<file path="config.mk">
export PLATFORM = sky130hd
export DESIGN_NAME = fixed_to_signed_bcd_formatter
export DESIGN_NICKNAME = d
export VERILOG_FILES = /design/src/rtl/fsbf_pkg.sv /design/src/rtl/fixed_to_signed_bcd_formatter.sv
export SDC_FILE = /design/constraint.sdc
export NUM_CORES = 2
export LEC_CHECK = 0
export ABC_AREA = 1
export BUFFER_PORTS_ARGS = -buffer_cell sky130_fd_sc_hd__buf_4
export CAP_MARGIN = 20
export CORE_AREA = 2 2 272 274
export CTS_CLUSTER_DIAMETER = 200
export DETAILED_ROUTE_END_ITERATION = 16
export DIE_AREA = 0 0 274 276
export HOLD_SLACK_MARGIN = 0.06
export PLACE_DENSITY = 0.79
export REMOVE_ABC_BUFFERS = 1
export SLEW_MARGIN = 40
export SYNTH_ARGS = -nofsm -noshare
export SYNTH_HDL_FRONTEND = slang
export SYNTH_SLANG_ARGS = --single-unit
export TNS_END_PERCENT = 20
</file>
<file path="constraint.sdc">
create_clock -name clk -period 27.2 [get_ports clk]
set_input_delay 1.36 -clock clk [delete_from_list [all_inputs] [get_ports clk]]
set_output_delay 1.36 -clock clk [all_outputs]
set_load 0.005 [all_outputs]
</file>
<file path="src/rtl/fsbf_pkg.sv">
// Shared constants, types and helper functions for the signed BCD formatter.
`timescale 1ns / 1ps

package fsbf_pkg;

  localparam int RAW_W       = 32;
  localparam int DEC_W       = 3;
  localparam int SPOS_W      = 5;
  localparam int BYTES_W     = 3;
  localparam int POW_W       = 14;
  localparam int PROD_W      = RAW_W + POW_W;
  localparam int DIGITS      = 8;
  localparam int BCD_W       = 4 * DIGITS;
  localparam int BITS_PER_ST = 8;
  localparam int FRAC_BITS_DEF = 16;

  localparam logic [DEC_W-1:0]   DEC_MAX   = 3'd4;
  localparam logic [BYTES_W-1:0] BYTES_MAX = 3'd4;

  typedef struct packed {
    logic [BCD_W-1:0]   mask;
    logic               neg;
    logic [SPOS_W-1:0]  spos;
    logic [BYTES_W-1:0] bytes;
  } side_t;

  function automatic logic [POW_W-1:0] pow10(input logic [DEC_W-1:0] dec);
    logic [POW_W-1:0] p;
    unique case (dec)
      3'd0:    p = 14'd1;
      3'd1:    p = 14'd10;
      3'd2:    p = 14'd100;
      3'd3:    p = 14'd1000;
      default: p = 14'd10000;
    endcase
    return p;
  endfunction

  function automatic logic [BCD_W-1:0] dd_step(input logic [BCD_W-1:0] bcd, input logic b);
    logic [BCD_W-1:0] adj;
    adj = bcd;
    for (int d = 0; d < DIGITS; d++) begin
      if (bcd[4*d +: 4] >= 4'd5) begin
        adj[4*d +: 4] = bcd[4*d +: 4] + 4'd3;
      end
    end
    return {adj[BCD_W-2:0], b};
  endfunction

  function automatic logic bcd_ok(input logic [BCD_W-1:0] bcd);
    logic ok;
    ok = 1'b1;
    for (int d = 0; d < DIGITS; d++) begin
      if (bcd[4*d +: 4] > 4'd9) begin
        ok = 1'b0;
      end
    end
    return ok;
  endfunction

  function automatic logic [BCD_W-1:0] keep_mask(input logic [BYTES_W-1:0] bytes);
    logic [BCD_W-1:0] k;
    priority if (bytes >= 3'd4) begin
      k = 32'hFFFF_FFFF;
    end else if (bytes == 3'd3) begin
      k = 32'h00FF_FFFF;
    end else if (bytes == 3'd2) begin
      k = 32'h0000_FFFF;
    end else if (bytes == 3'd1) begin
      k = 32'h0000_00FF;
    end else begin
      k = 32'h0000_0000;
    end
    return k;
  endfunction

endpackage

</file>
<file path="src/rtl/fixed_to_signed_bcd_formatter.sv">
// Top level: pipelined fixed-point to signed packed BCD formatter.
//
//  channel | direction | handshake            | payload
//  in_     | input     | in_valid / in_stall   | raw_value, decimals, digit_mask,
//          |           |                       | sign_position, signed_mode, byte_count
//  out_    | output    | out_valid / out_stall | bcd_word, bytes_used
//
// One beat per cycle sustained while out_stall stays low. Stages, in order:
// negate, 32x14 multiply, round, one double-dabble stage per 8 quotient bits,
// output register.
// Each stage holds its beat while the next one is full and stalled; bubbles collapse.
// Synchronous active-low reset clears the valid bits only.
`timescale 1ns / 1ps

module fixed_to_signed_bcd_formatter
  import fsbf_pkg::*;
#(
  parameter int FRAC_BITS = FRAC_BITS_DEF
) (
  input  logic               clk,
  input  logic               rst_n,
  input  logic               in_valid,
  output logic               in_stall,
  input  logic [RAW_W-1:0]   in_raw_value,
  input  logic [DEC_W-1:0]   in_decimals,
  input  logic [BCD_W-1:0]   in_digit_mask,
  input  logic [SPOS_W-1:0]  in_sign_position,
  input  logic               in_signed_mode,
  input  logic [BYTES_W-1:0] in_byte_count,
  output logic               out_valid,
  input  logic               out_stall,
  output logic [BCD_W-1:0]   out_bcd_word,
  output logic [BYTES_W-1:0] out_bytes_used
);

  localparam int Q_W    = PROD_W - FRAC_BITS;
  localparam int ND     = (Q_W + BITS_PER_ST - 1) / BITS_PER_ST;
  localparam int QP_W   = ND * BITS_PER_ST;
  localparam int ST_NEG = 0;
  localparam int ST_MUL = 1;
  localparam int ST_RND = 2;
  localparam int ST_DD0 = 3;
  localparam int NMID   = ST_DD0 + ND;
  localparam int NSTG   = NMID + 1;
  localparam int ST_OUT = NSTG - 1;
  localparam logic [PROD_W-1:0] HALF = PROD_W'((64'd1 << FRAC_BITS) >> 1);

  logic [NSTG-1:0]  vld_r;
  logic [NSTG-1:0]  vld_in;
  logic [NSTG:0]    rdy;

  side_t            side_r [NMID];
  side_t            side_nxt;
  logic [RAW_W-1:0] mag_r;
  logic [RAW_W-1:0] mag_nxt;
  logic [DEC_W-1:0] dec_r;
  logic [DEC_W-1:0] dec_nxt;
  logic [PROD_W-1:0] prod_r;
  logic [PROD_W-1:0] prod_nxt;
  logic [PROD_W-1:0] sum_w;
  logic [QP_W-1:0]  qp_r;
  logic [QP_W-1:0]  qp_nxt;
  logic [BCD_W-1:0] bcd_r [ND];
  logic [QP_W-1:0]  qd_r [ND];
  logic [BCD_W-1:0] out_bcd_word_r;
  logic [BCD_W-1:0] out_bcd_word_nxt;
  logic [BYTES_W-1:0] out_bytes_used_r;
  logic [BCD_W-1:0] sign_word;
  side_t            side_last;

  always_comb begin
    rdy[NSTG] = !out_stall;
    for (int i = NSTG - 1; i >= 0; i--) begin
      rdy[i] = !vld_r[i] || rdy[i+1];
    end
  end

  assign vld_in   = {vld_r[NSTG-2:0], in_valid};
  assign in_stall = !rdy[0];

  always_ff @(posedge clk) begin
    if (!rst_n) begin
      vld_r <= '0;
    end else begin
      for (int i = 0; i < NSTG; i++) begin
        if (rdy[i]) begin
          vld_r[i] <= vld_in[i];
        end
      end
    end
  end

  always_comb begin
    side_nxt.mask  = in_digit_mask;
    side_nxt.neg   = in_signed_mode && in_raw_value[RAW_W-1];
    side_nxt.spos  = in_sign_position;
    side_nxt.bytes = (in_byte_count > BYTES_MAX) ? BYTES_MAX : in_byte_count;
    mag_nxt        = side_nxt.neg ? (~in_raw_value + 32'd1) : in_raw_value;
    dec_nxt        = (in_decimals > DEC_MAX) ? DEC_MAX : in_decimals;
  end

  always_ff @(posedge clk) begin
    if (rdy[ST_NEG]) begin
      side_r[ST_NEG] <= side_nxt;
      mag_r          <= mag_nxt;
      dec_r          <= dec_nxt;
    end
    for (int i = 1; i < NMID; i++) begin
      if (rdy[i]) begin
        side_r[i] <= side_r[i-1];
      end
    end
  end

  assign prod_nxt = PROD_W'(mag_r) * PROD_W'(pow10(dec_r));

  always_ff @(posedge clk) begin
    if (rdy[ST_MUL]) begin
      prod_r <= prod_nxt;
    end
  end

  assign sum_w  = prod_r + HALF;
  assign qp_nxt = QP_W'(sum_w[PROD_W-1:FRAC_BITS]);

  always_ff @(posedge clk) begin
    if (rdy[ST_RND]) begin
      qp_r <= qp_nxt;
    end
  end

  for (genvar k = 0; k < ND; k++) begin : g_dd
    localparam int TOP = QP_W - 1 - k * BITS_PER_ST;
    logic [BCD_W-1:0]       bcd_in;
    logic [QP_W-1:0]        q_in;
    logic [BITS_PER_ST-1:0] slice;
    logic [BCD_W-1:0]       bcd_nxt;

    if (k == 0) begin : g_first
      assign bcd_in = '0;
      assign q_in   = qp_r;
    end else begin : g_rest
      assign bcd_in = bcd_r[k-1];
      assign q_in   = qd_r[k-1];
    end

    assign slice = q_in[TOP -: BITS_PER_ST];

    always_comb begin
      bcd_nxt = bcd_in;
      for (int j = BITS_PER_ST - 1; j >= 0; j--) begin
        bcd_nxt = dd_step(bcd_nxt, slice[j]);
      end
    end

    always_ff @(posedge clk) begin
      if (rdy[ST_DD0+k]) begin
        bcd_r[k] <= bcd_nxt;
        qd_r[k]  <= q_in;
      end
    end
  end

  assign side_last        = side_r[NMID-1];
  assign sign_word        = side_last.neg ? (32'd1 << side_last.spos) : '0;
  assign out_bcd_word_nxt = ((bcd_r[ND-1] & side_last.mask) | sign_word)
                            & keep_mask(side_last.bytes);

  always_ff @(posedge clk) begin
    if (rdy[ST_OUT]) begin
      out_bcd_word_r   <= out_bcd_word_nxt;
      out_bytes_used_r <= side_last.bytes;
    end
  end

  assign out_valid      = vld_r[ST_OUT];
  assign out_bcd_word   = out_bcd_word_r;
  assign out_bytes_used = out_bytes_used_r;

`ifndef SYNTHESIS
  a_accept_loads: assert property (@(posedge clk) disable iff (!rst_n)
    (in_valid && !in_stall) |=> vld_r[ST_NEG])
    else $error("accepted beat did not enter the first stage");

  a_bcd_digits: assert property (@(posedge clk) disable iff (!rst_n)
    vld_r[NMID-1] |-> bcd_ok(bcd_r[ND-1]))
    else $error("double-dabble produced a digit above nine");

  a_bytes_clamp: assert property (@(posedge clk) disable iff (!rst_n)
    out_valid |-> (out_bytes_used <= BYTES_MAX))
    else $error("byte count not clamped");

  a_zero_bytes: assert property (@(posedge clk) disable iff (!rst_n)
    (out_valid && (out_bytes_used == 3'd0)) |-> (out_bcd_word == '0))
    else $error("word not cleared for zero byte count");
`endif

endmodule

</file>
==> impl_metrics.json <==
{
  "run_status": "finished, final reports clean",
  "grt_overflow": 0,
  "cp_max_fo": 39,
  "busiest_layer": "met2",
  "core_sq_mm": 0.0726,
  "totalWireLength_um": 81600,
  "cpPeakStageDelay_ns": 0.54,
  "grt_use_total_pct": 22.2,
  "yosysWarningCount": 0,
  "crit_top_cell": "inv_1",
  "met3_usage_pct": 3.27,
  "ys.flop_type": "edfxtp_1",
  "holdPathEnd": "side_r[6][17]",
  "htreeDepth": 2,
  "ys_async_sr_fraction_pct": 0,
  "dr.first_iter.drc_count": 1806,
  "yosysTopAreaCell": "edfxtp_1",
  "arrival_ns": 8.06,
  "dp_hpwl_um": 64400,
  "slew_viol_final": 0,
  "grtUsageMet1_pct": 27.3,
  "syn_inst": 4732,
  "yosysMostFrequentCell": "nand2_1",
  "finalSetupTns_ns": 0,
  "antenna_found_initial": 0,
  "avgSynthCellArea_sq_um": 9.11,
  "synth_area_sq_mm": 0.0431,
  "maxCapViolations": 0,
  "synth_seq_cells": 560,
  "final_nets": 5494,
  "port_buffers": 116,
  "post-route-period-util_pct": 28.2,
  "post_cts_buffers": 0,
  "ff2ff_path_depth": 33,
  "clkSlewWorstSetupHoldPaths_ns": 0.06,
  "place_ws_ns": 19.41,
  "post-route-drc-count": 0,
  "drive_above_1_share_pct": 13.8,
  "netlist.area_leader.share_pct": 38.4,
  "critPathKind": "reg -> reg",
  "r2r-end": "prod_r[42]",
  "setup_slack_ns": 19.53,
  "initial_utilization_pct": 59.4,
  "skew_ns": 0.0688,
  "required_ns": 27.59,
  "seq_area_frac_synth_pct": 38.8,
  "io_pins": 117,
  "vias": 30800,
  "yosysUniqueCellTypes": 57,
  "ff2ff_setup_slack_ns": 19.53,
  "die_w_um": 274,
  "rsz0062_at_grt": "no",
  "clk_path_buf_depth": 3,
  "place.gp.congestion": 0.917,
  "worst-slew-pin-transition_ns": 0.889,
  "antenna_left": 0,
  "hp-start": "side_r[5][17]",
  "ys_top_cells_by_area": "edfxtp_1 (38%), fa_1 (14%), nand2_1 (10%)",
  "area_growth_pct": 9.20,
  "cts_resized": 0,
  "clockRootBuffer": "clkbuf_16",
  "firstDrtPassIters": 7,
  "r2r-start": "dec_r[2]",
  "hold_class": "reg -> reg",
  "vias_per_cell": 5.23,
  "first_global_vias": 31000,
  "hold_viol": 0,
  "grt_max_degree": 76,
  "synth-edff-count": 552,
  "wl_per_cell_um": 13.9,
  "grt_pass1_wl_um": 141000,
  "endpoint_kind": "register",
  "use_met2_pct": 41.0,
  "cts_tree": "yes",
  "crit_start": "dec_r[2]",
  "setup_viol": 0,
  "clk_latency_ns": 0.65,
  "slew-limit-headroom_pct": 40.2,
  "min_path_cells": 0,
  "start_kind": "register",
  "clock.fmax_mhz": 130,
  "yosys-top-cells-count": "nand2_1 (1166), inv_1 (829), edfxtp_1 (552)",
  "dieArea_sq_mm": 0.0756,
  "cts_sinks": 560,
  "antenna_cells": 0,
  "fin_util_pct": 64.9,
  "numCtsBuffers": 56,
  "rows": 99,
  "crit_slowest_cell": "fa_1",
  "cts_hold_buf": 0,
  "fin_crit_ns": 7.67,
  "die_y_um": 276
}
worst max-delay path, delay by kind of cell (launching register included):
kind                       cells  cell delay, ns
adders and majority gates      7            3.38
DFF                            1            0.35
buffers and inverters          9            1.18
and+or+nand+nor               12            1.68
xor gates and xnor gates       1            0.15
AOI/OAI and AO/OA              4            0.65
state kept, by name (all words and copies together) (netlist names):
register and flops:
prod_r 31, vld_r 8, out_bytes_used 3, dec_r 3, out_bcd_word 32, g_dd.q_in 30
mag_r 32, side_r 287, bcd_r 84, qd_r 50
cell usage in the layout, fill, tap and decap left out, types with 10 or more instances in the layout:
| cell type | n |
|---|---|
| nor2_1 | 255 |
| edfxtp_1 | 552 |
| buf_4 | 123 |
| xor2_1 | 97 |
| clkinv_1 | 11 |
| a21o_1 | 29 |
| ha_1 | 232 |
| nand3b_1 | 18 |
| clkbuf_1 | 10 |
| a21oi_1 | 108 |
| and2_1 | 16 |
| nand2_2 | 197 |
| nand2_1 | 1166 |
| nor3_1 | 24 |
| inv_2 | 54 |
| clkbuf_16 | 56 |
| o21ai_2 | 49 |
| o21ai_0 | 67 |
| nand3_1 | 350 |
| nand3_2 | 85 |
| xnor2_1 | 35 |
| clkinv_2 | 14 |
| o211ai_1 | 10 |
| fa_1 | 295 |
| o21ai_1 | 23 |
| inv_1 | 819 |
| nand4_1 | 83 |
| nand2_4 | 35 |
cell type report:
| class | instances | area [sq um] |
|---|---|---|
| fillers | 5749 | 25500 |
| multi-input cells | 3263 | 23000 |
| flip-flops and latches | 560 | 16700 |
| inverters | 879 | 3300 |
| clock buffers | 68 | 1470 |
| well taps | 959 | 1200 |
| repair buffers | 127 | 968 |
| clock inverters | 36 | 428 |
metal layers:
layer  vias to the layer above  share of wire (%)
li1                      15600                  -
met1                     14500                 42
met2                       614                 51
met3                       117                4.9
met4                         0                1.9
met5                         -                  0
metrics by stage:
stage | hold WS (ns) | instances | instance area [sq um]
global placement | 0.400 | 5788 | 45200
detailed placement | 0.405 | 5788 | 45200
CTS | 0.396 | 5892 | 47100
floorplan | 0.400 | 4702 | 43000
global route | 0.409 | 5892 | 47100
finish | 0.401 | 5892 | 47100
worst max path at each step:
stage | depth (start not counted) | endpoint | slack (ns)
after floorplan | 15 | dec_r[0] | 13.22
after global placement | 30 | prod_r[43] | 19.58
after detailed placement | 32 | prod_r[42] | 19.41
after CTS | 32 | prod_r[42] | 19.38
after global routing | 33 | prod_r[42] | 19.10
final | 33 | prod_r[42] | 19.53
logic make-up (layout without fill, tap and decap cells):
logic type,after synthesis,count (layout),synth area share [%]
buf+inv,909,1110,7.92
flops,560,560,38.8
xor+xnor,137,137,2.87
fa+ha+maj,527,527,20.4
simple gates,2265,2265,25.0
compound gates,333,333,4.96
mux,1,1,0.0232
Power is not shown: default switching activity piles up to over one toggle a cycle in this logic, so the estimate is an artifact.
